===== config.mk =====
export PLATFORM = sky130hd
export DESIGN_NAME = level_color_crossfade_unit
export DESIGN_NICKNAME = d
export VERILOG_FILES = /design/src/design/lccf_pkg.sv /design/src/design/level_color_crossfade_unit.sv
export SDC_FILE = /design/constraint.sdc
export NUM_CORES = 2
export LEC_CHECK = 0
export BUFFER_PORTS_ARGS = -buffer_cell sky130_fd_sc_hd__buf_2
export CAP_MARGIN = 20
export CORE_AREA = 2 2 228 230
export CTS_BUF_LIST = sky130_fd_sc_hd__clkbuf_4 sky130_fd_sc_hd__clkbuf_8
export CTS_CLUSTER_DIAMETER = 150
export DETAILED_ROUTE_END_ITERATION = 10
export DIE_AREA = 0 0 230 232
export PLACE_DENSITY_LB_ADDON = 0.25
export SLEW_MARGIN = 20
export SYNTH_ARGS = -nofsm -noshare
export SYNTH_HDL_FRONTEND = slang
export SYNTH_SLANG_ARGS = --single-unit

===== constraint.sdc =====
create_clock -name aclk -period 6.5 [get_ports aclk]
set_clock_uncertainty 0.2 [all_clocks]
set_input_delay 0.65 -clock aclk [delete_from_list [all_inputs] [get_ports aclk]]
set_output_delay 0.65 -clock aclk [all_outputs]
set_load 0.1 [all_outputs]

===== src/design/lccf_pkg.sv =====
package lccf_pkg;

    localparam int NUM_LEVELS = 6;
    localparam int LEVEL_W    = 8;
    localparam int CHAN_W     = 8;
    localparam int COLOR_W    = 3 * CHAN_W;
    localparam int CFG_IDX_W  = 3;
    localparam int SEL_W      = 3;

    // Configuration register indexes
    localparam logic [CFG_IDX_W-1:0] REG_LEVEL0_COLOR = 3'd0;
    localparam logic [CFG_IDX_W-1:0] REG_LEVEL1_COLOR = 3'd1;
    localparam logic [CFG_IDX_W-1:0] REG_LEVEL2_COLOR = 3'd2;
    localparam logic [CFG_IDX_W-1:0] REG_LEVEL3_COLOR = 3'd3;
    localparam logic [CFG_IDX_W-1:0] REG_LEVEL4_COLOR = 3'd4;
    localparam logic [CFG_IDX_W-1:0] REG_LEVEL5_COLOR = 3'd5;

    localparam logic [SEL_W-1:0] TOP_LEVEL = 3'd5;

    localparam logic [COLOR_W-1:0] WHITE = 24'hFFFFFF;

    typedef logic [COLOR_W-1:0] color_t;

    typedef struct packed {
        logic [CHAN_W-1:0] red;
        logic [CHAN_W-1:0] green;
        logic [CHAN_W-1:0] blue;
    } rgb_t;

    localparam color_t LEVEL_COLOR_RESET [NUM_LEVELS] = '{
        24'h01C8FF, 24'h3CFF01, 24'hE67801, 24'hFF2801, 24'hFF01AA, 24'hFF0101
    };

endpackage


===== src/design/level_color_crossfade_unit.sv =====
// Level colour crossfade. Each item on the s_ channel is one tick carrying the
// current quality level. When idle and the level differs from the last one faded
// to (or none has been seen since reset), the level is saturated to 0..5, its
// colour register is latched as the target, and a fade of FADE_STEPS ticks from
// the previous colour begins; every tick of the fade, the starting one included,
// yields one blended colour on the m_ channel, with m_fade_last high on the final
// step. Levels that arrive during a fade are dropped, and idle ticks with an
// unchanged level yield nothing. One item is taken every cycle while the pipeline
// is not held; each result passes through the select, weighted-sum and
// reciprocal-divide stages, and the whole pipeline holds while a result waits on
// m_valid with m_ready low.
// Colour registers are written through cfg_wen/cfg_index/cfg_data; a write does
// not disturb a fade already in progress.
module level_color_crossfade_unit #(
    parameter int FADE_STEPS = 255
) (
    input  logic                            aclk,
    input  logic                            aresetn,

    input  logic                            cfg_wen,
    input  logic [lccf_pkg::CFG_IDX_W-1:0]  cfg_index,
    input  logic [lccf_pkg::COLOR_W-1:0]    cfg_data,

    input  logic                            s_valid,
    output logic                            s_ready,
    input  logic [lccf_pkg::LEVEL_W-1:0]    s_level,

    output logic                            m_valid,
    input  logic                            m_ready,
    output logic [lccf_pkg::CHAN_W-1:0]     m_red,
    output logic [lccf_pkg::CHAN_W-1:0]     m_green,
    output logic [lccf_pkg::CHAN_W-1:0]     m_blue,
    output logic                            m_fade_last
);
    import lccf_pkg::*;

    localparam int STEP_W  = (FADE_STEPS > 2) ? $clog2(FADE_STEPS) : 1;
    localparam int WGT_W   = $clog2(FADE_STEPS + 1);
    localparam int SUM_W   = CHAN_W + WGT_W;
    localparam int SHIFT   = SUM_W + $clog2(FADE_STEPS);
    localparam int RECIP_W = SUM_W + 2;
    localparam longint RECIP_VAL =
        ((longint'(1) << SHIFT) + longint'(FADE_STEPS) - 1) / longint'(FADE_STEPS);
    localparam logic [RECIP_W-1:0] RECIP     = RECIP_W'(RECIP_VAL);
    localparam logic [STEP_W-1:0]  LAST_STEP = STEP_W'(FADE_STEPS - 1);
    localparam logic [WGT_W-1:0]   STEPS_W   = WGT_W'(FADE_STEPS);
    localparam int PROD_W = SUM_W + RECIP_W;

    // Colour registers
    color_t color_reg [NUM_LEVELS];

    // Fade state
    color_t              from_color_reg;
    color_t              to_color_reg;
    logic [LEVEL_W-1:0]  last_level_reg;
    logic                level_seen_reg;
    logic [STEP_W-1:0]   step_reg;
    logic                fading_reg;

    // Pipeline stages
    logic                advance;
    logic                sel_valid_reg;
    rgb_t                sel_from_reg;
    rgb_t                sel_to_reg;
    logic [STEP_W-1:0]   sel_step_reg;
    logic                sel_last_reg;

    logic                sum_valid_reg;
    logic [SUM_W-1:0]    sum_reg [3];
    logic                sum_last_reg;

    logic                out_valid_reg;
    rgb_t                out_rgb_reg;
    logic                out_last_reg;

    logic                accept;
    logic                start;
    logic                emit;
    logic [SEL_W-1:0]    level_sel;
    color_t              target;
    logic [STEP_W-1:0]   cur_step;
    logic                cur_last;

    assign advance = !out_valid_reg || m_ready;
    assign s_ready = advance;
    assign accept  = s_valid && s_ready;

    // Decide whether this tick starts a fade or continues one
    always_comb begin
        level_sel = (s_level > LEVEL_W'(TOP_LEVEL)) ? TOP_LEVEL : s_level[SEL_W-1:0];
        start     = !fading_reg && !(level_seen_reg && (s_level == last_level_reg));
        emit      = fading_reg || start;
        target    = start ? color_reg[level_sel] : to_color_reg;
        cur_step  = start ? '0 : step_reg;
        cur_last  = (cur_step == LAST_STEP);
    end

    // Write colour registers; indexes beyond the list are dropped
    always_ff @(posedge aclk) begin
        if (!aresetn) begin
            for (int k = 0; k < NUM_LEVELS; k++) begin
                color_reg[k] <= LEVEL_COLOR_RESET[k];
            end
        end else if (cfg_wen) begin
            unique case (cfg_index)
                REG_LEVEL0_COLOR: color_reg[0] <= cfg_data;
                REG_LEVEL1_COLOR: color_reg[1] <= cfg_data;
                REG_LEVEL2_COLOR: color_reg[2] <= cfg_data;
                REG_LEVEL3_COLOR: color_reg[3] <= cfg_data;
                REG_LEVEL4_COLOR: color_reg[4] <= cfg_data;
                REG_LEVEL5_COLOR: color_reg[5] <= cfg_data;
                default: ;
            endcase
        end
    end

    // Advance the fade state on each accepted item that yields a colour
    always_ff @(posedge aclk) begin
        if (!aresetn) begin
            from_color_reg <= WHITE;
            to_color_reg   <= '0;
            last_level_reg <= '0;
            level_seen_reg <= 1'b0;
            step_reg       <= '0;
            fading_reg     <= 1'b0;
        end else if (accept && emit) begin
            if (start) begin
                to_color_reg   <= target;
                last_level_reg <= s_level;
                level_seen_reg <= 1'b1;
            end
            if (cur_last) begin
                from_color_reg <= target;
                step_reg       <= '0;
                fading_reg     <= 1'b0;
            end else begin
                step_reg   <= cur_step + STEP_W'(1);
                fading_reg <= 1'b1;
            end
        end
    end

    // Select stage: latch endpoints and step of this tick
    always_ff @(posedge aclk) begin
        if (!aresetn) begin
            sel_valid_reg <= 1'b0;
        end else if (advance) begin
            sel_valid_reg <= accept && emit;
        end
    end

    always_ff @(posedge aclk) begin
        if (advance) begin
            sel_from_reg <= rgb_t'(from_color_reg);
            sel_to_reg   <= rgb_t'(target);
            sel_step_reg <= cur_step;
            sel_last_reg <= cur_last;
        end
    end

    // Weighted sum stage: old*(STEPS-i) + new*i per channel
    logic [WGT_W-1:0]  wgt_new;
    logic [WGT_W-1:0]  wgt_old;
    logic [CHAN_W-1:0] chan_from [3];
    logic [CHAN_W-1:0] chan_to   [3];
    logic [SUM_W-1:0]  sum_next  [3];

    always_comb begin
        wgt_new      = WGT_W'(sel_step_reg);
        wgt_old      = STEPS_W - wgt_new;
        chan_from[0] = sel_from_reg.red;
        chan_from[1] = sel_from_reg.green;
        chan_from[2] = sel_from_reg.blue;
        chan_to[0]   = sel_to_reg.red;
        chan_to[1]   = sel_to_reg.green;
        chan_to[2]   = sel_to_reg.blue;
        for (int c = 0; c < 3; c++) begin
            sum_next[c] = SUM_W'(chan_from[c]) * SUM_W'(wgt_old)
                        + SUM_W'(chan_to[c]) * SUM_W'(wgt_new);
        end
    end

    always_ff @(posedge aclk) begin
        if (!aresetn) begin
            sum_valid_reg <= 1'b0;
        end else if (advance) begin
            sum_valid_reg <= sel_valid_reg;
        end
    end

    always_ff @(posedge aclk) begin
        if (advance) begin
            for (int c = 0; c < 3; c++) begin
                sum_reg[c] <= sum_next[c];
            end
            sum_last_reg <= sel_last_reg;
        end
    end

    // Divide stage: exact for every sum by a rounded-up reciprocal
    logic [PROD_W-1:0] prod      [3];
    logic [CHAN_W-1:0] quot_next [3];

    always_comb begin
        for (int c = 0; c < 3; c++) begin
            prod[c]      = PROD_W'(sum_reg[c]) * PROD_W'(RECIP);
            quot_next[c] = prod[c][SHIFT +: CHAN_W];
        end
    end

    always_ff @(posedge aclk) begin
        if (!aresetn) begin
            out_valid_reg <= 1'b0;
        end else if (advance) begin
            out_valid_reg <= sum_valid_reg;
        end
    end

    always_ff @(posedge aclk) begin
        if (advance) begin
            out_rgb_reg.red   <= quot_next[0];
            out_rgb_reg.green <= quot_next[1];
            out_rgb_reg.blue  <= quot_next[2];
            out_last_reg      <= sum_last_reg;
        end
    end

    assign m_valid     = out_valid_reg;
    assign m_red       = out_rgb_reg.red;
    assign m_green     = out_rgb_reg.green;
    assign m_blue      = out_rgb_reg.blue;
    assign m_fade_last = out_last_reg;

`ifndef SYNTH
    // Idle state always rests at step zero
    a_idle_step_zero: assert property (@(posedge aclk) disable iff (!aresetn)
        !fading_reg |-> (step_reg == '0))
        else $error("step index not zero while idle");

    // No fade before any level has been seen
    a_fade_needs_level: assert property (@(posedge aclk) disable iff (!aresetn)
        !level_seen_reg |-> !fading_reg)
        else $error("fade running with no level seen");

    // Final step returns the block to idle with the target as the new origin
    a_last_ends_fade: assert property (@(posedge aclk) disable iff (!aresetn)
        (accept && emit && cur_last) |=> (!fading_reg && (from_color_reg == $past(target))))
        else $error("final step did not end the fade");

    // A starting tick records its raw level and enters the fade
    a_start_records: assert property (@(posedge aclk) disable iff (!aresetn)
        (accept && start) |=> (fading_reg && level_seen_reg
                               && (last_level_reg == $past(s_level))))
        else $error("fade start not recorded");

    // Unchanged level while idle leaves the fade state alone
    a_idle_no_change: assert property (@(posedge aclk) disable iff (!aresetn)
        (accept && !emit) |=> (!fading_reg && $stable(from_color_reg)))
        else $error("idle tick changed state");
`endif

endmodule

==> flow_summary.ini <==
[detailed_routing]
via_count = 19800
first_pass_iters = 5
routed_wire_length_per_instance_microns = 17.5
wl_mm = 63.1
antenna_left = 0
drc = 0
drt-vias-per-instance = 5.51
drtIter0Drc = 964

[synthesis]
most_frequent_cells_after_synthesis = 417 x sky130_fd_sc_hd__inv_1, 380 x sky130_fd_sc_hd__ha_1, 288 x sky130_fd_sc_hd__fa_1
ys_top_cells_by_area = sky130_fd_sc_hd__edfxtp_1 27%, sky130_fd_sc_hd__fa_1 19%, sky130_fd_sc_hd__ha_1 16%
synth.top_cell.area_share = 0.274
mappedNetlistArea_sq_um = 30200
synth-async-reset-ratio = 0
synth-main-ff-cell = sky130_fd_sc_hd__edfxtp_1
post-synth-top-area-cell = sky130_fd_sc_hd__edfxtp_1
yosys_warnings = 0
yosys.cell_count.top_type = sky130_fd_sc_hd__inv_1
netlist-cell-type-count = 65
synthesis.area_per_instance_sq_um = 10.7
synthesis.instances = 2825
synth.yosys.seq_area_share = 0.319
synth_enable_flop_cells = 275
total_of_flip_flops_plus_latches_after_synthesis = 344

[floorplan]
core-area_sq_um = 50900
initial_standard_cell_utilization_of_the_core = 0.593
dieHeight_microns = 232
floorplan.io_pins = 67
dieArea_sq_um = 53400
dieWidth_microns = 230
placementRows = 83

[pwr]
irDropWorstVdd_uv = 283
power_density_nw_per_um2 = 365
leakage_nw = 15.0

[sta]
min_period_over_period = 0.939
hold_viol = 0
slew_headroom = 0.280
rsz0062_at_grt = false
finalMaxSlewViolations = 0
final_period_minus_worst_setup_slack_ns = 6.10
timing.hold.ws_ns = 0.0680
timing.final.setup_violations = 0
total_neg_setup_slack_ns = 0
worst_max_slew_pin_slew_ns = 1.08
maxClockFrequency_mhz = 164

[clock_tree]
cts_htree_levels = 2
clk-insertion-delay-late_ns = 0.68
root_buffer = sky130_fd_sc_hd__clkbuf_8
clock_path_buffers = 3
cts_setup_buffers = 0
tritoncts = yes
cts-hold-fix-buffers = 0
numClockSinks = 344
cts_buffers = 58
cts-resized-gates = 0
clock_edge_transition_at_the_registers_on_the_reported_setup_and_hold_paths_ns = 0.06

[grt]
number_of_global_route_vias_before_repair = 21500
grt_start_max_net_pins = 87
grt_pass1_wl_mm = 106
antenna_violations_before_repair = 1
gr-usage-all-layers = 0.248
globalRouteOverflowTotal = 0

[worst_setup_path]
cp_data_arrival_time_ns = 6.30
crit_required_ns = 6.69
kind_of_end_point_of_the_critical_path = flip-flop
r2r_slack_ns = 0.40
worst_setup_path_class = reg2reg
worstPathMaxFanout = 17
startpoint_type = flip-flop

[run]
max-cap-violations = 0

[place]
detailedPlacementHpwl_mm = 46.8
gp_congestion = 0.831
place.port_buffers = 66

[hold_path]
hold_class = in2reg

[finish]
post_route_cells_drive_above_1_share = 0.0815
largest_register_ff_count = 144
area.growth.synth_to_final_pct = 7.96
nets = 3582

[status]
run_status = finished clean
worst paths after layout:
kind                                    from                             end  cells past startpoint
max                sel_step_reg[7]$_DFFE_PN_        sum_reg[0][47]$_DFFE_PN_                     18
min                               s_level[7]  last_level_reg[7]$_SDFFE_PN0P_                      3
max reg2reg        sel_step_reg[7]$_DFFE_PN_        sum_reg[0][47]$_DFFE_PN_                     18
min reg2reg  from_color_reg[23]$_SDFFE_PN1P_         chan_from[23]$_DFFE_PN_                      0
worst max-delay path, cell delays in order, from the launching register on:
cell and delay, ns:
sky130_fd_sc_hd__edfxtp_1 0.59, sky130_fd_sc_hd__buf_4 0.27, sky130_fd_sc_hd__nand2b_1 0.17, sky130_fd_sc_hd__fa_1 0.52
sky130_fd_sc_hd__fa_1 0.53, sky130_fd_sc_hd__inv_1 0.06, sky130_fd_sc_hd__fa_1 0.57, sky130_fd_sc_hd__fa_1 0.43
sky130_fd_sc_hd__fa_1 0.51, sky130_fd_sc_hd__inv_1 0.06, sky130_fd_sc_hd__fa_1 0.49, sky130_fd_sc_hd__inv_1 0.04
sky130_fd_sc_hd__ha_1 0.35, sky130_fd_sc_hd__nand2_1 0.09, sky130_fd_sc_hd__o21ai_0 0.25, sky130_fd_sc_hd__nand4_1 0.17
sky130_fd_sc_hd__a31oi_1 0.30, sky130_fd_sc_hd__or4_1 0.16, sky130_fd_sc_hd__nand3_1 0.07
metal layers:
metal,share of wire,up-vias,track usage
li1,-,9437,-
met1,0.42,9853,0.307
met2,0.51,418,0.447
met3,0.044,127,0.0345
met4,0.027,0,0.0788
met5,0,-,0
layout make-up:
| type | instances | area (sq um) |
|---|---|---|
| fill | 4016 | 18300 |
| multi-input combinational | 1957 | 18600 |
| tap | 680 | 851 |
| timing repair buffer | 96 | 646 |
| inverter | 417 | 1570 |
| sequential | 344 | 9640 |
| clock inverter | 28 | 246 |
| clock buffer | 80 | 1010 |
| antenna | 1 | 2.50 |
through the flow:
step | setup WS, ns | util | area [sq um] | cells | power (W)
6_report | 0.397 | 0.640 | 32600 | 3603 | 0.0119
3_5_place_dp | 0.459 | 0.615 | 31300 | 3493 | 0.00981
4_1_cts | 0.400 | 0.640 | 32600 | 3601 | 0.0120
2_1_floorplan | 0.692 | - | 30200 | 2827 | 0.00832
5_1_grt | 0.0976 | 0.640 | 32600 | 3603 | 0.0130
3_3_place_gp | 0.518 | 0.615 | 31300 | 3491 | 0.00947
cell usage in the layout (no fill, tap or decap), types with 54 or more instances in the layout:
master and count:
sky130_fd_sc_hd__ha_1 380, sky130_fd_sc_hd__inv_1 416, sky130_fd_sc_hd__clkbuf_8 66, sky130_fd_sc_hd__nor2b_1 143, sky130_fd_sc_hd__xnor2_1 54, sky130_fd_sc_hd__dfxtp_1 69
sky130_fd_sc_hd__fa_1 288, sky130_fd_sc_hd__buf_2 66, sky130_fd_sc_hd__nand2b_1 111, sky130_fd_sc_hd__nand2_1 208, sky130_fd_sc_hd__and2_1 233, sky130_fd_sc_hd__edfxtp_1 275
logic make-up after synthesis:
logic type	count (synthesis)	synth area share
multiplexers	68	0.0240
XOR/XNOR	72	0.0209
AO/OA/AOI/OAI	273	0.0604
buffers and inverters	526	0.0670
AND/OR/NAND/NOR	873	0.160
flip-flops	344	0.319
adder cells (fa/ha/maj)	668	0.349
other	1	0.000124
power breakdown:
group          switching, W  total [W]  internal [W]
Sequential         0.000268    0.00326       0.00299
Clock              0.000934    0.00208       0.00114
Combinational       0.00381    0.00655       0.00274
No activity file was read; power rests on OpenSTA's default activity.
